File: config.mk
export PLATFORM = sky130hd
export DESIGN_NAME = i2c_master_event_sequencer_top
export DESIGN_NICKNAME = d
export VERILOG_FILES = /design/src/rtl/i2cms_pkg.sv /design/src/rtl/i2c_master_event_sequencer_top.sv /design/src/rtl/i2cms_in_stage.sv /design/src/rtl/i2cms_seq_core.sv /design/src/rtl/i2cms_out_stage.sv
export SDC_FILE = /design/constraint.sdc
export NUM_CORES = 1
export LEC_CHECK = 0
export CORE_MARGIN = 2
export CORE_UTILIZATION = 31
export CTS_BUF_LIST = sky130_fd_sc_hd__clkbuf_16
export CTS_CLUSTER_DIAMETER = 200
export CTS_CLUSTER_SIZE = 20
export DETAILED_ROUTE_END_ITERATION = 6
export DONT_BUFFER_PORTS = 1
export GPL_ROUTABILITY_DRIVEN = 0
export PLACE_DENSITY = 0.51
export SKIP_CTS_REPAIR_TIMING = 1
export SYNTH_ARGS = -nofsm -noshare
export SYNTH_HDL_FRONTEND = slang
export SYNTH_HIERARCHICAL = 1
export SYNTH_SLANG_ARGS = --single-unit
File: constraint.sdc
create_clock -name clk -period 4.5 [get_ports clk]
set_input_delay 0.225 -clock clk [delete_from_list [all_inputs] [get_ports clk]]
set_output_delay 0.225 -clock clk [all_outputs]
set_load 0.02 [all_outputs]
File: src/rtl/i2cms_pkg.sv
// ----------------------------------------------------------------------------
// i2cms_pkg
// Types and constants shared by the I2C master event sequencer modules.
// ----------------------------------------------------------------------------
package i2cms_pkg;

  // Transmit store depth and receive count ceiling
  localparam int TX_DEPTH  = 16;
  localparam int RX_MAX    = 255;
  localparam int TX_IDX_W  = (TX_DEPTH > 1) ? $clog2(TX_DEPTH) : 1;
  localparam int TX_CNT_W  = 5;
  localparam int RX_CNT_W  = 8;

  // Operation codes
  localparam logic [1:0] OP_LOAD  = 2'd0;
  localparam logic [1:0] OP_START = 2'd1;
  localparam logic [1:0] OP_EVENT = 2'd2;

  // Interrupt control codes
  localparam logic [1:0] IRQ_KEEP    = 2'd0;
  localparam logic [1:0] IRQ_ENABLE  = 2'd1;
  localparam logic [1:0] IRQ_DISABLE = 2'd2;

  // Event flag bit positions
  localparam int EV_START_SENT = 0;
  localparam int EV_ADDR_SENT  = 1;
  localparam int EV_BYTE_DONE  = 2;
  localparam int EV_RX_FULL    = 3;
  localparam int EV_TX_EMPTY   = 4;

  // Errors that also request a stop: bus error and ack failure
  localparam logic [3:0] ERR_STOP_MASK = 4'b0101;

  typedef struct packed {
    logic [1:0] operation;
    logic [6:0] slave_address;
    logic [4:0] tx_count;
    logic [7:0] rx_count;
    logic [3:0] tx_slot;
    logic [7:0] tx_byte;
    logic [4:0] event_flags;
    logic [3:0] error_flags;
    logic       transmitter_mode;
    logic [7:0] received_byte;
  } item_t;

  typedef struct packed {
    logic       data_write_valid;
    logic [7:0] data_write_byte;
    logic       request_start;
    logic       request_stop;
    logic       clear_acknowledge;
    logic [1:0] interrupt_control;
    logic       rx_valid;
    logic [7:0] rx_byte;
    logic       transfer_done;
    logic       transfer_failed;
    logic [3:0] error_mask;
  } result_t;

endpackage

File: src/rtl/i2c_master_event_sequencer_top.sv
// ----------------------------------------------------------------------------
// i2c_master_event_sequencer_top
// I2C master transfer sequencer: one result transaction per item transaction.
//
// Usage:
//   item channel   - item_valid / item_stall / item (i2cms_pkg::item_t).
//                    Load transmit bytes, then a start item, then feed each
//                    controller event as it arrives.
//   result channel - result_valid / result_stall / result
//                    (i2cms_pkg::result_t), one result per item, in order.
//   The item sits in the input register while the decision logic works on
//   it, and the edge that takes it on loads the result register and updates
//   the transfer state. Throughput is one item per cycle while result_stall
//   is low; the decision logic and the state update complete as each item
//   is taken, so each item sees the state left by the one before it.
//   Reset (rst, synchronous) empties both registers and clears address,
//   counts, positions and phase; the transmit store keeps its contents.
//   While result_stall is high the result holds; one more item can be
//   taken into the input register, after which item_stall goes high.
// ----------------------------------------------------------------------------
module i2c_master_event_sequencer_top (
  input  logic                clk,
  input  logic                rst,
  input  logic                item_valid,
  output logic                item_stall,
  input  i2cms_pkg::item_t    item,
  output logic                result_valid,
  input  logic                result_stall,
  output i2cms_pkg::result_t  result
);

  logic               held_valid;
  i2cms_pkg::item_t   held;
  i2cms_pkg::result_t res;
  logic               free;
  logic               take;

  // a held item moves on when the result register has room
  assign take = held_valid && free;

  i2cms_in_stage u_in (
    .clk        (clk),
    .rst        (rst),
    .item_valid (item_valid),
    .item_stall (item_stall),
    .item       (item),
    .take       (take),
    .held_valid (held_valid),
    .held       (held)
  );

  i2cms_seq_core u_core (
    .clk  (clk),
    .rst  (rst),
    .take (take),
    .held (held),
    .res  (res)
  );

  i2cms_out_stage u_out (
    .clk          (clk),
    .rst          (rst),
    .take         (take),
    .res          (res),
    .free         (free),
    .result_valid (result_valid),
    .result_stall (result_stall),
    .result       (result)
  );

endmodule

File: src/rtl/i2cms_in_stage.sv
// ----------------------------------------------------------------------------
// i2cms_in_stage
// Input register: holds one accepted item until the sequencer takes it.
// ----------------------------------------------------------------------------
module i2cms_in_stage (
  input  logic              clk,
  input  logic              rst,
  input  logic              item_valid,
  output logic              item_stall,
  input  i2cms_pkg::item_t  item,
  input  logic              take,
  output logic              held_valid,
  output i2cms_pkg::item_t  held
);

  // stall only while a held item cannot move on
  assign item_stall = held_valid && !take;

  always_ff @(posedge clk) begin
    if (rst) begin
      held_valid <= 1'b0;
    end else if (!item_stall) begin
      held_valid <= item_valid;
    end
  end

  // payload, no reset
  always_ff @(posedge clk) begin
    if (!item_stall && item_valid) begin
      held <= item;
    end
  end

endmodule

File: src/rtl/i2cms_seq_core.sv
// ----------------------------------------------------------------------------
// i2cms_seq_core
// Transfer state, transmit store and the per-item decision logic.
// ----------------------------------------------------------------------------
module i2cms_seq_core (
  input  logic                clk,
  input  logic                rst,
  input  logic                take,
  input  i2cms_pkg::item_t    held,
  output i2cms_pkg::result_t  res
);

  logic [7:0]                        address_byte, address_byte_next;
  logic [i2cms_pkg::TX_CNT_W-1:0]    tx_total, tx_total_next;
  logic [i2cms_pkg::TX_CNT_W-1:0]    tx_position, tx_position_next;
  logic [i2cms_pkg::RX_CNT_W-1:0]    rx_total, rx_total_next;
  logic [i2cms_pkg::RX_CNT_W-1:0]    rx_position, rx_position_next;
  logic                              read_phase, read_phase_next;
  logic [7:0]                        tx_store [i2cms_pkg::TX_DEPTH];

  logic [i2cms_pkg::TX_IDX_W-1:0]    tx_idx;
  logic [7:0]                        tx_word;
  logic                              tx_left;
  logic [i2cms_pkg::TX_CNT_W-1:0]    tc_sat;
  logic [i2cms_pkg::RX_CNT_W-1:0]    rc_sat;
  logic [i2cms_pkg::RX_CNT_W-1:0]    rx_after;
  logic                              store_we;

  // position stays below total whenever a byte is sent, so index is in range
  assign tx_idx  = i2cms_pkg::TX_IDX_W'(tx_position);
  assign tx_word = tx_store[tx_idx];
  assign tx_left = tx_position < tx_total;

  // saturated counts for a start item
  assign tc_sat = (32'(held.tx_count) > i2cms_pkg::TX_DEPTH) ?
                  i2cms_pkg::TX_CNT_W'(i2cms_pkg::TX_DEPTH) : held.tx_count;
  assign rc_sat = (32'(held.rx_count) > i2cms_pkg::RX_MAX) ?
                  i2cms_pkg::RX_CNT_W'(i2cms_pkg::RX_MAX) : held.rx_count;

  // receive position after a receive event
  assign rx_after = (rx_position < rx_total) ? rx_position + 1'b1 : rx_position;

  assign store_we = take && (held.operation == i2cms_pkg::OP_LOAD) &&
                    (32'(held.tx_slot) < i2cms_pkg::TX_DEPTH);

  // decision logic
  always_comb begin
    res               = '0;
    address_byte_next = address_byte;
    tx_total_next     = tx_total;
    tx_position_next  = tx_position;
    rx_total_next     = rx_total;
    rx_position_next  = rx_position;
    read_phase_next   = read_phase;
    case (held.operation)
      i2cms_pkg::OP_LOAD: begin
        // store write handled in the clocked block
      end
      i2cms_pkg::OP_START: begin
        tx_total_next     = tc_sat;
        rx_total_next     = rc_sat;
        tx_position_next  = '0;
        rx_position_next  = '0;
        read_phase_next   = (tc_sat == '0);
        address_byte_next = {held.slave_address, (tc_sat == '0)};
        res.request_start     = 1'b1;
        res.interrupt_control = i2cms_pkg::IRQ_ENABLE;
      end
      i2cms_pkg::OP_EVENT: begin
        if (held.error_flags != '0) begin
          // abort: report and disable sources, state kept
          res.error_mask        = held.error_flags;
          res.interrupt_control = i2cms_pkg::IRQ_DISABLE;
          res.request_stop      = |(held.error_flags & i2cms_pkg::ERR_STOP_MASK);
          res.transfer_failed   = 1'b1;
        end else if (held.event_flags[i2cms_pkg::EV_START_SENT]) begin
          res.data_write_valid = 1'b1;
          res.data_write_byte  = address_byte;
        end else if (held.event_flags[i2cms_pkg::EV_ADDR_SENT]) begin
          if (held.transmitter_mode) begin
            if (tx_left) begin
              res.data_write_valid = 1'b1;
              res.data_write_byte  = tx_word;
              tx_position_next     = tx_position + 1'b1;
            end
          end else if (rx_total == 8'd1) begin
            res.clear_acknowledge = 1'b1;
            res.request_stop      = 1'b1;
          end
        end else if (held.event_flags[i2cms_pkg::EV_RX_FULL] && read_phase) begin
          if (rx_position < rx_total) begin
            res.rx_valid = 1'b1;
            res.rx_byte  = held.received_byte;
          end
          rx_position_next = rx_after;
          if (rx_after >= rx_total) begin
            res.interrupt_control = i2cms_pkg::IRQ_DISABLE;
            res.transfer_done     = 1'b1;
          end else if (rx_after == rx_total - 1'b1) begin
            res.clear_acknowledge = 1'b1;
            res.request_stop      = 1'b1;
          end
        end else if (held.event_flags[i2cms_pkg::EV_TX_EMPTY] && !read_phase && tx_left) begin
          res.data_write_valid = 1'b1;
          res.data_write_byte  = tx_word;
          tx_position_next     = tx_position + 1'b1;
        end else if (held.event_flags[i2cms_pkg::EV_BYTE_DONE] && !read_phase) begin
          if (tx_left) begin
            res.data_write_valid = 1'b1;
            res.data_write_byte  = tx_word;
            tx_position_next     = tx_position + 1'b1;
          end else if (rx_total != '0) begin
            // repeated start for the read part
            read_phase_next   = 1'b1;
            address_byte_next = address_byte | 8'd1;
            res.request_start = 1'b1;
          end else begin
            res.request_stop      = 1'b1;
            res.interrupt_control = i2cms_pkg::IRQ_DISABLE;
            res.transfer_done     = 1'b1;
          end
        end
      end
      default: begin
        // unknown operation: all-zero result
      end
    endcase
  end

  // transfer state
  always_ff @(posedge clk) begin
    if (rst) begin
      address_byte <= '0;
      tx_total     <= '0;
      tx_position  <= '0;
      rx_total     <= '0;
      rx_position  <= '0;
      read_phase   <= 1'b0;
    end else if (take) begin
      address_byte <= address_byte_next;
      tx_total     <= tx_total_next;
      tx_position  <= tx_position_next;
      rx_total     <= rx_total_next;
      rx_position  <= rx_position_next;
      read_phase   <= read_phase_next;
    end
  end

  // transmit store, undefined until written
  always_ff @(posedge clk) begin
    if (store_we) begin
      tx_store[i2cms_pkg::TX_IDX_W'(held.tx_slot)] <= held.tx_byte;
    end
  end

endmodule

File: src/rtl/i2cms_out_stage.sv
// ----------------------------------------------------------------------------
// i2cms_out_stage
// Result register: holds a result until the receiver takes it.
// ----------------------------------------------------------------------------
module i2cms_out_stage (
  input  logic                clk,
  input  logic                rst,
  input  logic                take,
  input  i2cms_pkg::result_t  res,
  output logic                free,
  output logic                result_valid,
  input  logic                result_stall,
  output i2cms_pkg::result_t  result
);

  // room for a new result when empty or being drained this cycle
  assign free = !result_valid || !result_stall;

  always_ff @(posedge clk) begin
    if (rst) begin
      result_valid <= 1'b0;
    end else if (take) begin
      result_valid <= 1'b1;
    end else if (!result_stall) begin
      result_valid <= 1'b0;
    end
  end

  // payload, no reset
  always_ff @(posedge clk) begin
    if (take) begin
      result <= res;
    end
  end

endmodule

==> reports/results.md, run 1 <==
| Quantity | Reported | Unit |
| --- | --- | --- |
| Run status | finished clean | - |
| Kind of cell adding the most delay to the critical path | compound AO/OA/AOI/OAI gates | - |
| Endpoints failing hold | 0 | - |
| Count of nets left with antenna violations after detail routing | 0 | - |
| Antenna violations before repair | 0 | - |
| Endpoints failing setup | 0 | - |
| Number of vias per cell | 4.83 | - |
| Setup Slack @ Placement | 552 | ps |
| Number of H-tree branching levels | 1 | - |
| Post-synthesis area per instance | 15.3 | um^2 |
| Ys flop type | sky130_fd_sc_hd__edfxtp_1 | - |
| Final critical delay including setup and external delays | 3960 | ps |
| Standby leakage power | 3.82 | nW |
| Launching element type of the critical path | flop | - |
| Class of the most critical hold timing path | input port to flop | - |
| Actual transition at the worst max-transition pin | 1030 | ps |
| Area of the die | 34600 | um^2 |
| Cell chosen for the clock root | sky130_fd_sc_hd__clkbuf_16 | - |
| Setup clock skew after layout | 17.6 | ps |
| Number of optimization iterations in the first detailed-route pass | 5 | - |
| GRT Residual Overflow | 0 | - |
| Largest net degree at the start of global routing | 39 | - |
| Required time of the critical path | 4820 | ps |
| Post-Synthesis Cells | 672 | - |
| Min-Delay Startpoint | item_valid | - |
| Std-Cell Core Area | 32600 | um^2 |
| Worst slew margin relative to its limit | 30.9 | % |
| Horizontal extent of the die | 186 | um |
| Portion of the post-synthesis area used by sequential elements | 68.9 | % |
| Crit-path cells | inv_1 -> ha_1 -> a21oi_1 -> o21ai_0 -> a211o_2 -> nor2_1 -> xnor2_1 -> ha_1 -> a2111oi_0 -> o21a_1 -> o21bai_1 -> a211oi_2 -> nand4_1 -> a221oi_2 | - |
| First-pass GRT wire length | 33.4 | mm |
| Startpoint of the lowest-slack register-to-register path | u_core/rx_total[7] | - |
| Power density over the cells | 358 | nW/um^2 |
| Final clock period utilization by the worst path | 88.1 | % |
| Total Power Consumption | 4.24 | mW |
| Largest fanout of any net on the critical path | 5 | - |
| Buffer and inverter count on the worst path | 1 | - |
| Post-synth EDFFs | 209 | - |
| Vias in the first global route | 5627 | - |
| Number of design-rule violations left by the first detailed-router iteration | 407 | - |
| Number of placed I/O pins | 87 | - |
| Post-synthesis instance area | 10300 | um^2 |
| Clock transition time at the flip-flop clock pins of the worst setup and hold paths | 90 | ps |
| Setup TNS after final layout | 0 | ps |
| Port Buffer Count | 0 | - |
| Commonest cells after routing, fill and taps aside | sky130_fd_sc_hd__edfxtp_1, sky130_fd_sc_hd__nand2_1, sky130_fd_sc_hd__dlygate4sd3_1, sky130_fd_sc_hd__a21oi_1, sky130_fd_sc_hd__mux4_2 | - |
| Synthesis-stage register bit count | 249 | - |
| Number of standard-cell rows in the floorplan | 66 | - |
| Total of warnings raised by yosys | 6 | - |
| Syn nets | 755 | - |
| Final wirelength | 22.4 | mm |
| Latest clock arrival within the worst-skew pair | 500 | ps |
| Final Worst Setup Slack | 535 | ps |
| Largest stage delay, worst path | 490 | ps |
| Async set or reset register ratio after synthesis | 0 | % |
| Half-perimeter wire length after detailed placement | 15.4 | mm |
| Crit path capture type | flop | - |
| Y dimension of the die | 186 | um |
| Count of distinct cell types in the synthesized netlist | 54 | - |
| Initial Util | 31.5 | % |
| Highest clock frequency the design can meet | 252 | MHz |
| Nets | 815 | - |
| Antenna Cells | 0 | - |
| Max Slew Vio Count | 0 | - |
| Fraction of layout instances using a drive strength above 1 | 11.7 | % |
| Clock tree from TritonCTS | yes | - |
| Total number of vias | 5721 | - |
| Worst hold slack across all endpoints | 114 | ps |
| Worst IR Drop VDD | 0.264 | mV |
| Critical path data arrival time | 4280 | ps |
| Setup Crit Path Kind | flop to flop | - |
| GRT Util Overall | 12.9 | % |
| Setup repair after global routing missed its margin | false | - |
| Cell at the slowest stage of the critical path | sky130_fd_sc_hd__a2111oi_0 | - |
| Leading cell type in the layout, fill and taps excluded | sky130_fd_sc_hd__edfxtp_1 | - |
| Area overhead of the layout relative to synthesis | 15.5 | % |
| CP startpoint | u_core/rx_total[7] | - |
| Post-route DRC | 0 | - |
| Critical path's most frequent cell | sky130_fd_sc_hd__ha_1 | - |
| Average wire per standard cell | 18.9 | um |
| Number of buffers created by CTS | 16 | - |
| Clock Sink Count | 249 | - |
| Maximum number of buffers from clock root to sink | 3 | - |
| Max Cap Viol | 0 | - |
registers in the layout (all words and copies together) (netlist names), named ones only:
name,cells
u_core/rx_total,8
u_core/address_byte,8
u_core/tx_total,5
u_core/tx_store,128
u_core/rx_position,8
u_core/tx_position,5
u_in/held_valid,1
u_out/result,29
u_out/result_valid,1
u_in/held,52
final cells by class:
class | count | area [um^2]
multi-input combinational | 375 | 3020
clock buffer | 16 | 400
tap | 442 | 553
fill | 3117 | 20800
sequential | 249 | 7080
clock inverter | 12 | 70.1
timing repair buffer | 67 | 656
inverter | 23 | 86.3
cells by family after synthesis:
family | synth area share [%]
adder cells (fa/ha/maj) | 3.29
XOR/XNOR | 2.39
AO/OA/AOI/OAI | 5.26
multiplexers | 8.98
buffers and inverters | 1.79
AND/OR/NAND/NOR | 9.39
flip-flops | 68.9
metal layers:
metal | up-vias | track usage, % | share of wire (%)
met5 | - | 0 | 0
met4 | 0 | 3.43 | 2.1
met3 | 26 | 2.66 | 5.2
met2 | 160 | 21.8 | 49
met1 | 2889 | 16.7 | 44
li1 | 2646 | - | -
where the power goes:
part | switching, mW | internal (mW)
clock network | 0.751 | 0.662
registers | 0.0717 | 2.56
logic | 0.112 | 0.0856
through the flow:
| stage | utilization, % | instance area (um^2) | std cells |
|---|---|---|---|
| floorplan | - | 10300 | 672 |
| global placement | 33.1 | 10800 | 1099 |
| detailed placement | 33.1 | 10800 | 1099 |
| CTS | 34.6 | 11300 | 1127 |
| global route | 36.4 | 11900 | 1184 |
| finish | 36.4 | 11900 | 1184 |
path summary, 6_finish.rpt:
| path | to | slack, ps | cells after the start |
|---|---|---|---|
| worst max register to register | u_out/result[18] | 540 | 14 |
| worst min-delay path | u_in/held[51] | 110 | 1 |
| worst min register to register | u_core/tx_total[1] | 470 | 2 |
| worst max-delay path | u_out/result[18] | 540 | 14 |
cells in the mapped netlist (all sizes together), types with 2 or more instances:
cell type | count | area (um^2)
xnor2 | 22 | 193
or2 | 2 | 12.5
o21ai | 11 | 55.1
clkbuf | 20 | 75.1
a21oi | 43 | 215
o21bai | 2 | 15.0
and3 | 9 | 56.3
nor3 | 10 | 50.1
nand3 | 8 | 40.0
a211oi | 3 | 27.5
o2111ai | 2 | 17.5
nand2 | 72 | 270
nand2b | 9 | 63.8
nor2 | 37 | 139
ha | 27 | 338
a2111o | 2 | 22.5
nor3b | 8 | 60.1
xor2 | 6 | 52.6
a221oi | 2 | 23.8
buf | 5 | 22.5
nand3b | 6 | 45.0
mux4 | 40 | 901
a211o | 2 | 20.0
edfxtp | 209 | 6280
nand4 | 7 | 43.8
inv | 22 | 82.6
and2 | 9 | 56.3
nor2b | 5 | 38.8
a21o | 8 | 61.3
nor4 | 3 | 25.0
dfxtp | 40 | 801
or3 | 6 | 38.8
o21a | 3 | 22.5
No activity file was read; power rests on OpenSTA's default activity.
==> run 2: changes to the inputs <==
--- a/config.mk
+++ b/config.mk
@@ -17,5 +17,4 @@
 export SKIP_CTS_REPAIR_TIMING = 1
 export SYNTH_ARGS = -nofsm -noshare
 export SYNTH_HDL_FRONTEND = slang
-export SYNTH_HIERARCHICAL = 1
 export SYNTH_SLANG_ARGS = --single-unit
==> run 2 against run 1 <==
Combinational power shrank 15%; synthesized area shrank 0.54%; fmax shrank 3.7%; critical path depth is the same; sequential share of layout area grew 0.35 points; clock skew grew 9.7 ps; utilization about the same; setup slack worse by 150 ps; via count shrank 2.8%; total power down 0.98%; register-to-register slack worse by 150 ps; sequential cell count did not move.
==> reports/results.md, run 2 <==
| Quantity | Reported | Unit | Delta |
| --- | --- | --- | --- |
| Setup slack, reg-to-reg | 380 | ps | -150 ps |
| Nets | 794 | - | -2.6% |
| Flip-flop count of the largest register after layout | 128 | - | unchanged |
| CP startpoint | u_core.rx_total[2] | - |  |
| Final wirelength | 21.9 | mm | -1.8% |
| Setup TNS after final layout | 0 | ps | unchanged |
| Endpoints failing hold | 0 | - | unchanged |
| Number of H-tree branching levels | 1 | - | unchanged |
| Standby leakage power | 3.82 | nW | about the same |
| Cell area after layout | 11800 | um^2 | -0.58% |
| GR Layer Usage met3 | 2.56 | % | -0.098 points |
| GRT Residual Overflow | 0 | - | unchanged |
| Launching element type of the critical path | flop | - |  |
| Antenna violations before repair | 1 | - | +1 |
| Clock share of power | 33.9 | % | +0.6 points |
| Number of optimization iterations in the first detailed-route pass | 4 | - | -1 |
| Cell Count, Final, Fillers Out | 1164 | - | -1.7% |
| Most used routing layer in global routing | met2 | - |  |
| Clock tree from TritonCTS | yes | - |  |
| Endpoints failing setup | 0 | - | unchanged |
| Setup Crit Path Kind | flop to flop | - |  |
| Worst slew margin relative to its limit | 41.6 | % | +11 points |
| Final critical delay including setup and external delays | 4120 | ps | +153 ps |
| Gate power share | 4.0 | % | -0.7 points |
| Port Buffer Count | 0 | - | unchanged |
| Run status | finished clean | - |  |
| Post-route DRC | 0 | - | unchanged |
| Arithmetic-cell share of the synthesized area counting full adders, half adders and majority gates | 3.31 | % | +0.018 points |
| RR Endpoint | u_out.result[17] | - |  |
| Crit path capture type | flop | - |  |
| Setup clock skew after layout | 27.3 | ps | +9.67 ps |
| Area of the die | 34400 | um^2 | -0.53% |
| Fraction of synthesized area in multiplexers | 8.92 | % | -0.062 points |
| Number of vias per cell | 4.78 | - | -1.2% |
| Power density over the cells | 356 | nW/um^2 | -0.40% |
| Post-synthesis instance area | 10200 | um^2 | -0.54% |
| Leading cell type in the layout, fill and taps excluded | sky130_fd_sc_hd__edfxtp_1 | - |  |
| Portion of the post-synthesis area used by sequential elements | 69.3 | % | +0.37 points |
| Register with the most flip-flops | u_core.tx_store | - |  |
| Final Worst Setup Slack | 383 | ps | -153 ps |
| Placed Instances | 1078 | - | -1.9% |
| Largest net degree at the start of global routing | 39 | - | unchanged |
| Most frequent cell after synthesis | sky130_fd_sc_hd__edfxtp_1 | - |  |
| Global Route met2 Usage | 21.3 | % | -0.52 points |
| Worst hold slack across all endpoints | 152 | ps | +38.2 ps |
| Met1 track demand over resource | 16.3 | % | -0.37 points |
| Critical path data arrival time | 4490 | ps | +210 ps |
| Maximum number of buffers from clock root to sink | 3 | - | unchanged |
| Number of design-rule violations left by the first detailed-router iteration | 411 | - | +0.98% |
| Synthesized-area fraction occupied by ao, oa, aoi and oai cells | 4.89 | % | -0.38 points |
| Vias in the first global route | 5577 | - | -0.89% |
| Post-Synthesis Cells | 653 | - | -2.8% |
| Area overhead of the layout relative to synthesis | 15.5 | % | about the same |
| Fraction of layout instances using a drive strength above 1 | 11.4 | % | -0.35 points |
| Capture point of the critical path | u_out.result[17] | - |  |
| Average wire per standard cell | 18.9 | um | -0.11% |
| Crit-path cells | inv_1 -> ha_1 -> or3_1 -> a21oi_1 -> a211o_1 -> nand3_1 -> xnor2_1 -> ha_1 -> a2111oi_1 -> nor2b_1 -> a221o_1 -> nand4b_1 -> or4_4 -> a21oi_2 | - |  |
| Total number of vias | 5559 | - | -2.8% |
| Setup Slack @ Placement | 338 | ps | -214 ps |
| GRT Util Overall | 12.5 | % | -0.37 points |
| Async set or reset register ratio after synthesis | 0 | % | unchanged |
| Clock transition time at the flip-flop clock pins of the worst setup and hold paths | 90 | ps | about the same |
| Half-perimeter wire length after detailed placement | 15.2 | mm | -1.4% |
| Commonest cells after routing, fill and taps aside | sky130_fd_sc_hd__edfxtp_1, sky130_fd_sc_hd__dlygate4sd3_1, sky130_fd_sc_hd__nand2_1, sky130_fd_sc_hd__a21oi_1, sky130_fd_sc_hd__nor2_1 | - |  |
| Largest registers ranked by flip-flop count | u_core.tx_store (128), u_in.held (52), u_out.result (29) | - |  |
| Ranking of synthesized cells by instance count | sky130_fd_sc_hd__edfxtp_1, sky130_fd_sc_hd__nand2_1, sky130_fd_sc_hd__a21oi_1 | - |  |
| Post-synth EDFFs | 209 | - | unchanged |
| Post-Synth XOR/XNOR Area | 2.52 | % | +0.14 points |
| Number of standard-cell rows in the floorplan | 66 | - | unchanged |
| Internal power consumption | 3.28 | mW | -0.70% |
| Total of warnings raised by yosys | 0 | - | -6 |
| Clock Sink Count | 249 | - | unchanged |
| Count of distinct cell types in the synthesized netlist | 55 | - | +1.9% |
| Std-Cell Core Area | 32500 | um^2 | -0.51% |
| Startpoint of the lowest-slack register-to-register path | u_core.rx_total[2] | - |  |
| Yosys top cell by area | sky130_fd_sc_hd__edfxtp_1 | - |  |
| Count of nets left with antenna violations after detail routing | 0 | - | unchanged |
| Number of placed I/O pins | 87 | - | unchanged |
| Area share of the largest cell type after synthesis | 61.4 | % | +0.33 points |
| Dominant combinational cell family by area after synthesis | simple AND/OR/NAND/NOR gates | - |  |
| Initial Util | 31.5 | % | about the same |
| Actual transition at the worst max-transition pin | 877 | ps | -156 ps |
| Max Slew Vio Count | 0 | - | unchanged |
| Highest clock frequency the design can meet | 243 | MHz | -3.7% |
| Max Cap Viol | 0 | - | unchanged |
| Cells taking the most area after synthesis | sky130_fd_sc_hd__edfxtp_1, sky130_fd_sc_hd__mux4_2, sky130_fd_sc_hd__dfxtp_1 | - |  |
| Post-synthesis area per instance | 15.6 | um^2 | +2.4% |
| Sequential Power Share | 62.1 | % | about the same |
| Largest stage delay, worst path | 560 | ps | +70 ps |
| Critical path's most frequent cell | sky130_fd_sc_hd__ha_1 | - |  |
| Worst IR Drop VDD | 0.215 | mV | -19% |
| Cell at the slowest stage of the critical path | sky130_fd_sc_hd__or4_4 | - |  |
| Number of buffers created by CTS | 16 | - | unchanged |
| Area after detailed placement | 10700 | um^2 | -0.67% |
| Latest clock arrival within the worst-skew pair | 510 | ps | about the same |
| Ys flop type | sky130_fd_sc_hd__edfxtp_1 | - |  |
| Y dimension of the die | 186 | um | -0.26% |
| Switching Share | 21.8 | % | -0.22 points |
| Cell chosen for the clock root | sky130_fd_sc_hd__clkbuf_16 | - |  |
| Setup repair after global routing missed its margin | false | - |  |
| Share of synthesized cell area in and, or, nand and nor gates | 9.23 | % | -0.16 points |
| Syn nets | 736 | - | -2.5% |
| Synthesis-stage register bit count | 249 | - | unchanged |
| Required time of the critical path | 4880 | ps | +60 ps |
| R2R cell count | 14 | - | unchanged |
| Horizontal extent of the die | 186 | um | -0.26% |
| Class of the most critical hold timing path | input port to flop | - |  |
| Final clock period utilization by the worst path | 91.5 | % | +3.4 points |
| Largest fanout of any net on the critical path | 11 | - | +6 |
| Net switching component of the power | 0.917 | mW | -2.0% |
| First-pass GRT wire length | 32.6 | mm | -2.3% |
-- run 2: cell count changes after synthesis, moves of 3 or more --
cell / before / now
sky130_fd_sc_hd__and2_1: 9 / 6
sky130_fd_sc_hd__a22oi_1: 0 / 3
sky130_fd_sc_hd__clkbuf_1: 20 / 17
sky130_fd_sc_hd__nor2_1: 37 / 42
sky130_fd_sc_hd__o21ai_0: 10 / 5
sky130_fd_sc_hd__nand2_1: 72 / 52
sky130_fd_sc_hd__and3_1: 9 / 14
sky130_fd_sc_hd__nor2b_1: 4 / 7
sky130_fd_sc_hd__inv_1: 22 / 19
-- run 2: kinds of logic after synthesis --
group | Yosys count
flip-flops | 249
AND/OR/NAND/NOR | 183
AO/OA/AOI/OAI | 81
buffers and inverters | 45
multiplexers | 41
XOR/XNOR | 27
adder cells (fa/ha/maj) | 27
-- run 2: power by group through the flow --
| stage | Combinational (mW) | Sequential (mW) | Clock, mW |
|---|---|---|---|
| floorplan | 0.0979 | 2.64 | 0 |
| global placement | 0.119 | 2.66 | 0 |
| detailed placement | 0.122 | 2.66 | 0 |
| CTS | 0.122 | 2.61 | 1.48 |
| global route | 0.183 | 2.62 | 1.55 |
| finish | 0.168 | 2.61 | 1.43 |
-- run 2: layout make-up --
| type | count | area (um^2) |
|---|---|---|
| diodes | 1 | 2.50 |
| clock buffers | 16 | 400 |
| clock inverters | 12 | 70.1 |
| fillers | 3069 | 20700 |
| inverters | 20 | 75.1 |
| multi-input cells | 359 | 2970 |
| flip-flops and latches | 249 | 7080 |
| well taps | 442 | 553 |
| repair buffers | 65 | 641 |
-- run 2: worst max-delay path: cells and delay by family (launching register included) --
kind	cells	cell delay, ps
flops	1	400
buf+inv	1	110
simple gates	5	1460
fa+ha+maj	2	590
xor+xnor	1	190
compound gates	5	1260
-- run 2: metal layers --
metal	up-vias	part of all wire (%)
li1	2591	-
met1	2802	45
met2	143	49
met3	23	5.3
met4	0	1.5
met5	-	0
-- run 2: through the flow --
| stage | total power, mW | util [%] |
|---|---|---|
| finish | 4.20 | 36.3 |
| floorplan | 2.74 | - |
| global route | 4.35 | 36.3 |
| CTS | 4.21 | 34.5 |
| detailed placement | 2.78 | 33.1 |
| global placement | 2.78 | 33.1 |
-- run 2: how the worst min path moves through the flow --
stage                          start  slack, ps                      to  cells past startpoint
after global routing      item_valid        150           u_in.held[17]                      1
after floorplan                  rst        310       u_core.read_phase                      1
after detailed placement         rst        300      u_out.result_valid                      1
after CTS                        rst       -240  u_core.address_byte[5]                      1
final                     item_valid        150           u_in.held[17]                      1
after global placement           rst        300   u_core.rx_position[4]                      1
==> run 3: changes to the inputs <==
--- a/config.mk
+++ b/config.mk
@@ -7,7 +7,7 @@
 export LEC_CHECK = 0
 export CORE_MARGIN = 2
 export CORE_UTILIZATION = 31
-export CTS_BUF_LIST = sky130_fd_sc_hd__clkbuf_16
+export CTS_BUF_LIST = sky130_fd_sc_hd__clkbuf_4 sky130_fd_sc_hd__clkbuf_8
 export CTS_CLUSTER_DIAMETER = 200
 export CTS_CLUSTER_SIZE = 20
 export DETAILED_ROUTE_END_ITERATION = 6
==> run 3 against run 2 <==
Routed wire length is 0.79% lower; die area stayed put; critical path depth is 1 higher; clock-buffer cell count up 10; hold slack worse by 37 ps; via count hardly changed; sequential power about the same; non-clock buffer count stayed put; sequential share of layout area grew 0.77 points.
==> reports/results.md, run 3 (synthesized netlist as in run 2, its figures left out) <==
| Quantity | Reported | Unit | Delta |
| --- | --- | --- | --- |
| Worst slew margin relative to its limit | 41.7 | % | +0.10 points |
| Endpoints failing hold | 0 | - | unchanged |
| Setup Slack @ Placement | 338 | ps | unchanged |
| Fraction of layout instances using a drive strength above 1 | 12.8 | % | +1.4 points |
| Worst hold slack across all endpoints | 115 | ps | -37.2 ps |
| Switching Share | 22.0 | % | +0.18 points |
| Standby leakage power | 3.73 | nW | -2.4% |
| Area after detailed placement | 10700 | um^2 | unchanged |
| Crit-path cells | inv_1 -> ha_1 -> or3_1 -> a21oi_1 -> a211o_1 -> and2_1 -> nand2_1 -> xnor2_1 -> ha_1 -> nor2b_1 -> o21ai_0 -> a221o_1 -> nand4b_1 -> or4_4 -> a21oi_2 | - |  |
| Maximum number of buffers from clock root to sink | 3 | - | unchanged |
| Actual transition at the worst max-transition pin | 875 | ps | -1.53 ps |
| Largest fanout of any net on the critical path | 11 | - | unchanged |
| Largest stage delay, worst path | 560 | ps | about the same |
| Kind of cell adding the most delay to the critical path | simple AND/OR/NAND/NOR gates | - |  |
| Power density over the cells | 336 | nW/um^2 | -5.6% |
| First-pass GRT wire length | 32.4 | mm | -0.59% |
| Setup repair after global routing missed its margin | false | - |  |
| Clock Sink Count | 249 | - | unchanged |
| Largest net degree at the start of global routing | 39 | - | unchanged |
| Vias in the first global route | 5574 | - | -0.054% |
| Clock share of power | 29.1 | % | -4.8 points |
| Final clock period utilization by the worst path | 91.9 | % | +0.35 points |
| Area overhead of the layout relative to synthesis | 14.0 | % |  |
| Flip-flop count of the largest register after layout | 128 | - | unchanged |
| Port Buffer Count | 0 | - | unchanged |
| Initial Util | 31.5 | % | unchanged |
| Area of the die | 34400 | um^2 | unchanged |
| Count of nets left with antenna violations after detail routing | 0 | - | unchanged |
| Critical path's most frequent cell | sky130_fd_sc_hd__ha_1 | - |  |
| Final wirelength | 21.8 | mm | -0.79% |
| Run status | finished clean | - |  |
| Number of vias per cell | 4.78 | - | about the same |
| Number of buffers created by CTS | 16 | - | unchanged |
| Max Slew Vio Count | 0 | - | unchanged |
| Setup clock skew after layout | 38.0 | ps | +10.8 ps |
| Number of optimization iterations in the first detailed-route pass | 5 | - | +1 |
| Std-Cell Core Area | 32500 | um^2 | unchanged |
| Leading cell type in the layout, fill and taps excluded | sky130_fd_sc_hd__edfxtp_1 | - |  |
| Post-route DRC | 0 | - | unchanged |
| Launching element type of the critical path | flop | - |  |
| Nets | 794 | - | unchanged |
| Gate power share | 4.3 | % | +0.3 points |
| Y dimension of the die | 186 | um | unchanged |
| Endpoints failing setup | 0 | - | unchanged |
| Buffer and inverter count on the worst path | 1 | - | unchanged |
| Total number of vias | 5561 | - | +0.036% |
| Placed Instances | 1078 | - | unchanged |
| Share of the core filled with cells | 35.9 | % | -0.46 points |
| Horizontal extent of the die | 186 | um | unchanged |
| Final Worst Setup Slack | 367 | ps | -15.8 ps |
| Setup TNS after final layout | 0 | ps | unchanged |
| Clock tree from TritonCTS | yes | - |  |
| Cell chosen for the clock root | sky130_fd_sc_hd__clkbuf_8 | - |  |
| Internal power consumption | 3.05 | mW | -7.0% |
| Largest registers ranked by flip-flop count | u_core.tx_store (128), u_in.held (52), u_out.result (29) | - |  |
| GR Layer Usage met3 | 2.50 | % | -0.059 points |
| Required time of the critical path | 4920 | ps | +40 ps |
| Number of placed I/O pins | 87 | - | unchanged |
| Half-perimeter wire length after detailed placement | 15.2 | mm | unchanged |
| Most used routing layer in global routing | met2 | - |  |
| Commonest cells after routing, fill and taps aside | sky130_fd_sc_hd__edfxtp_1, sky130_fd_sc_hd__dlygate4sd3_1, sky130_fd_sc_hd__nand2_1, sky130_fd_sc_hd__a21oi_1, sky130_fd_sc_hd__nor2_1 | - |  |
| Cell at the slowest stage of the critical path | sky130_fd_sc_hd__or4_4 | - |  |
| GRT Residual Overflow | 0 | - | unchanged |
| Class of the most critical hold timing path | input port to flop | - |  |
| Number of H-tree branching levels | 1 | - | unchanged |
| Antenna violations before repair | 1 | - | unchanged |
| GRT Util Overall | 12.4 | % | -0.11 points |
| Net switching component of the power | 0.861 | mW | -6.0% |
| Number of standard-cell rows in the floorplan | 66 | - | unchanged |
| Cell Count, Final, Fillers Out | 1164 | - | unchanged |
| Register with the most flip-flops | u_core.tx_store | - |  |
| Global Route met2 Usage | 21.2 | % | -0.10 points |
| Worst IR Drop VDD | 0.171 | mV | -20% |
| Total Power Consumption | 3.92 | mW | -6.8% |
| Final critical delay including setup and external delays | 4130 | ps | +15.8 ps |
| Cell area after layout | 11600 | um^2 | -1.3% |
| Max Cap Viol | 0 | - | unchanged |
| Met1 track demand over resource | 16.2 | % | -0.14 points |
| Clock transition time at the flip-flop clock pins of the worst setup and hold paths | 130 | ps | +40 ps |
| Number of design-rule violations left by the first detailed-router iteration | 441 | - | +7.3% |
| Average wire per standard cell | 18.7 | um | -0.79% |
| Critical path data arrival time | 4550 | ps | +60 ps |
| Latest clock arrival within the worst-skew pair | 550 | ps | +40 ps |
| Sequential Power Share | 66.6 | % | +4.5 points |
| Crit path capture type | flop | - |  |
| Setup Crit Path Kind | flop to flop | - |  |
| Highest clock frequency the design can meet | 242 | MHz | -0.38% |
[run 3: changes by cell type in the layout (fill, tap and decap cells not counted)]
cell and delta:
sky130_fd_sc_hd__clkbuf_16 -16, sky130_fd_sc_hd__clkbuf_8 +16, sky130_fd_sc_hd__clkbuf_4 +10, sky130_fd_sc_hd__inv_1 -10
sky130_fd_sc_hd__clkinv_8 -1, sky130_fd_sc_hd__inv_6 +1
[run 3: worst reg2reg max path, cell delays in order, from the launching register on]
cell and delay, ps:
sky130_fd_sc_hd__dfxtp_1 420, sky130_fd_sc_hd__inv_1 110, sky130_fd_sc_hd__ha_1 280, sky130_fd_sc_hd__or3_1 340, sky130_fd_sc_hd__a21oi_1 140, sky130_fd_sc_hd__a211o_1 360, sky130_fd_sc_hd__and2_1 370, sky130_fd_sc_hd__nand2_1 170
sky130_fd_sc_hd__xnor2_1 240, sky130_fd_sc_hd__ha_1 260, sky130_fd_sc_hd__nor2b_1 120, sky130_fd_sc_hd__o21ai_0 180, sky130_fd_sc_hd__a221o_1 230, sky130_fd_sc_hd__nand4b_1 110, sky130_fd_sc_hd__or4_4 560, sky130_fd_sc_hd__a21oi_2 140
[run 3: path summary, 6_finish.rpt]
kind / from / endpoint / slack, ps / cells after the start
worst max-delay path: u_core.rx_total[2] / u_out.result[17] / 370 / 15
worst min-delay path: item_valid / u_in.held[6] / 110 / 1
worst max register to register: u_core.rx_total[2] / u_out.result[17] / 370 / 15
worst min register to register: u_core.tx_total[4] / u_core.tx_total[4] / 470 / 2
[run 3: cell type report]
class                           count  area [um^2]
Multi-Input combinational cell    359         2970
Tap cell                          442          553
Inverter                           20         75.1
Clock buffer                       26          295
Clock inverter                      2         25.0
Antenna cell                        1         2.50
Timing Repair Buffer               65          641
Fill cell                        3075        20800
Sequential cell                   249         7080
[run 3: routing by layer]
metal  routed length (um)  vias to the layer above
met5                    0                        -
met4                  310                        0
met3                 1300                       23
met2                10500                      146
met1                 9620                     2801
li1                     -                     2591
[run 3: power by group through the flow]
stage | Clock (mW) | Sequential, mW | Combinational [mW]
detailed placement | 0 | 2.66 | 0.122
global placement | 0 | 2.66 | 0.119
CTS | 1.19 | 2.61 | 0.122
floorplan | 0 | 2.64 | 0.0979
global route | 1.26 | 2.62 | 0.183
finish | 1.14 | 2.61 | 0.168
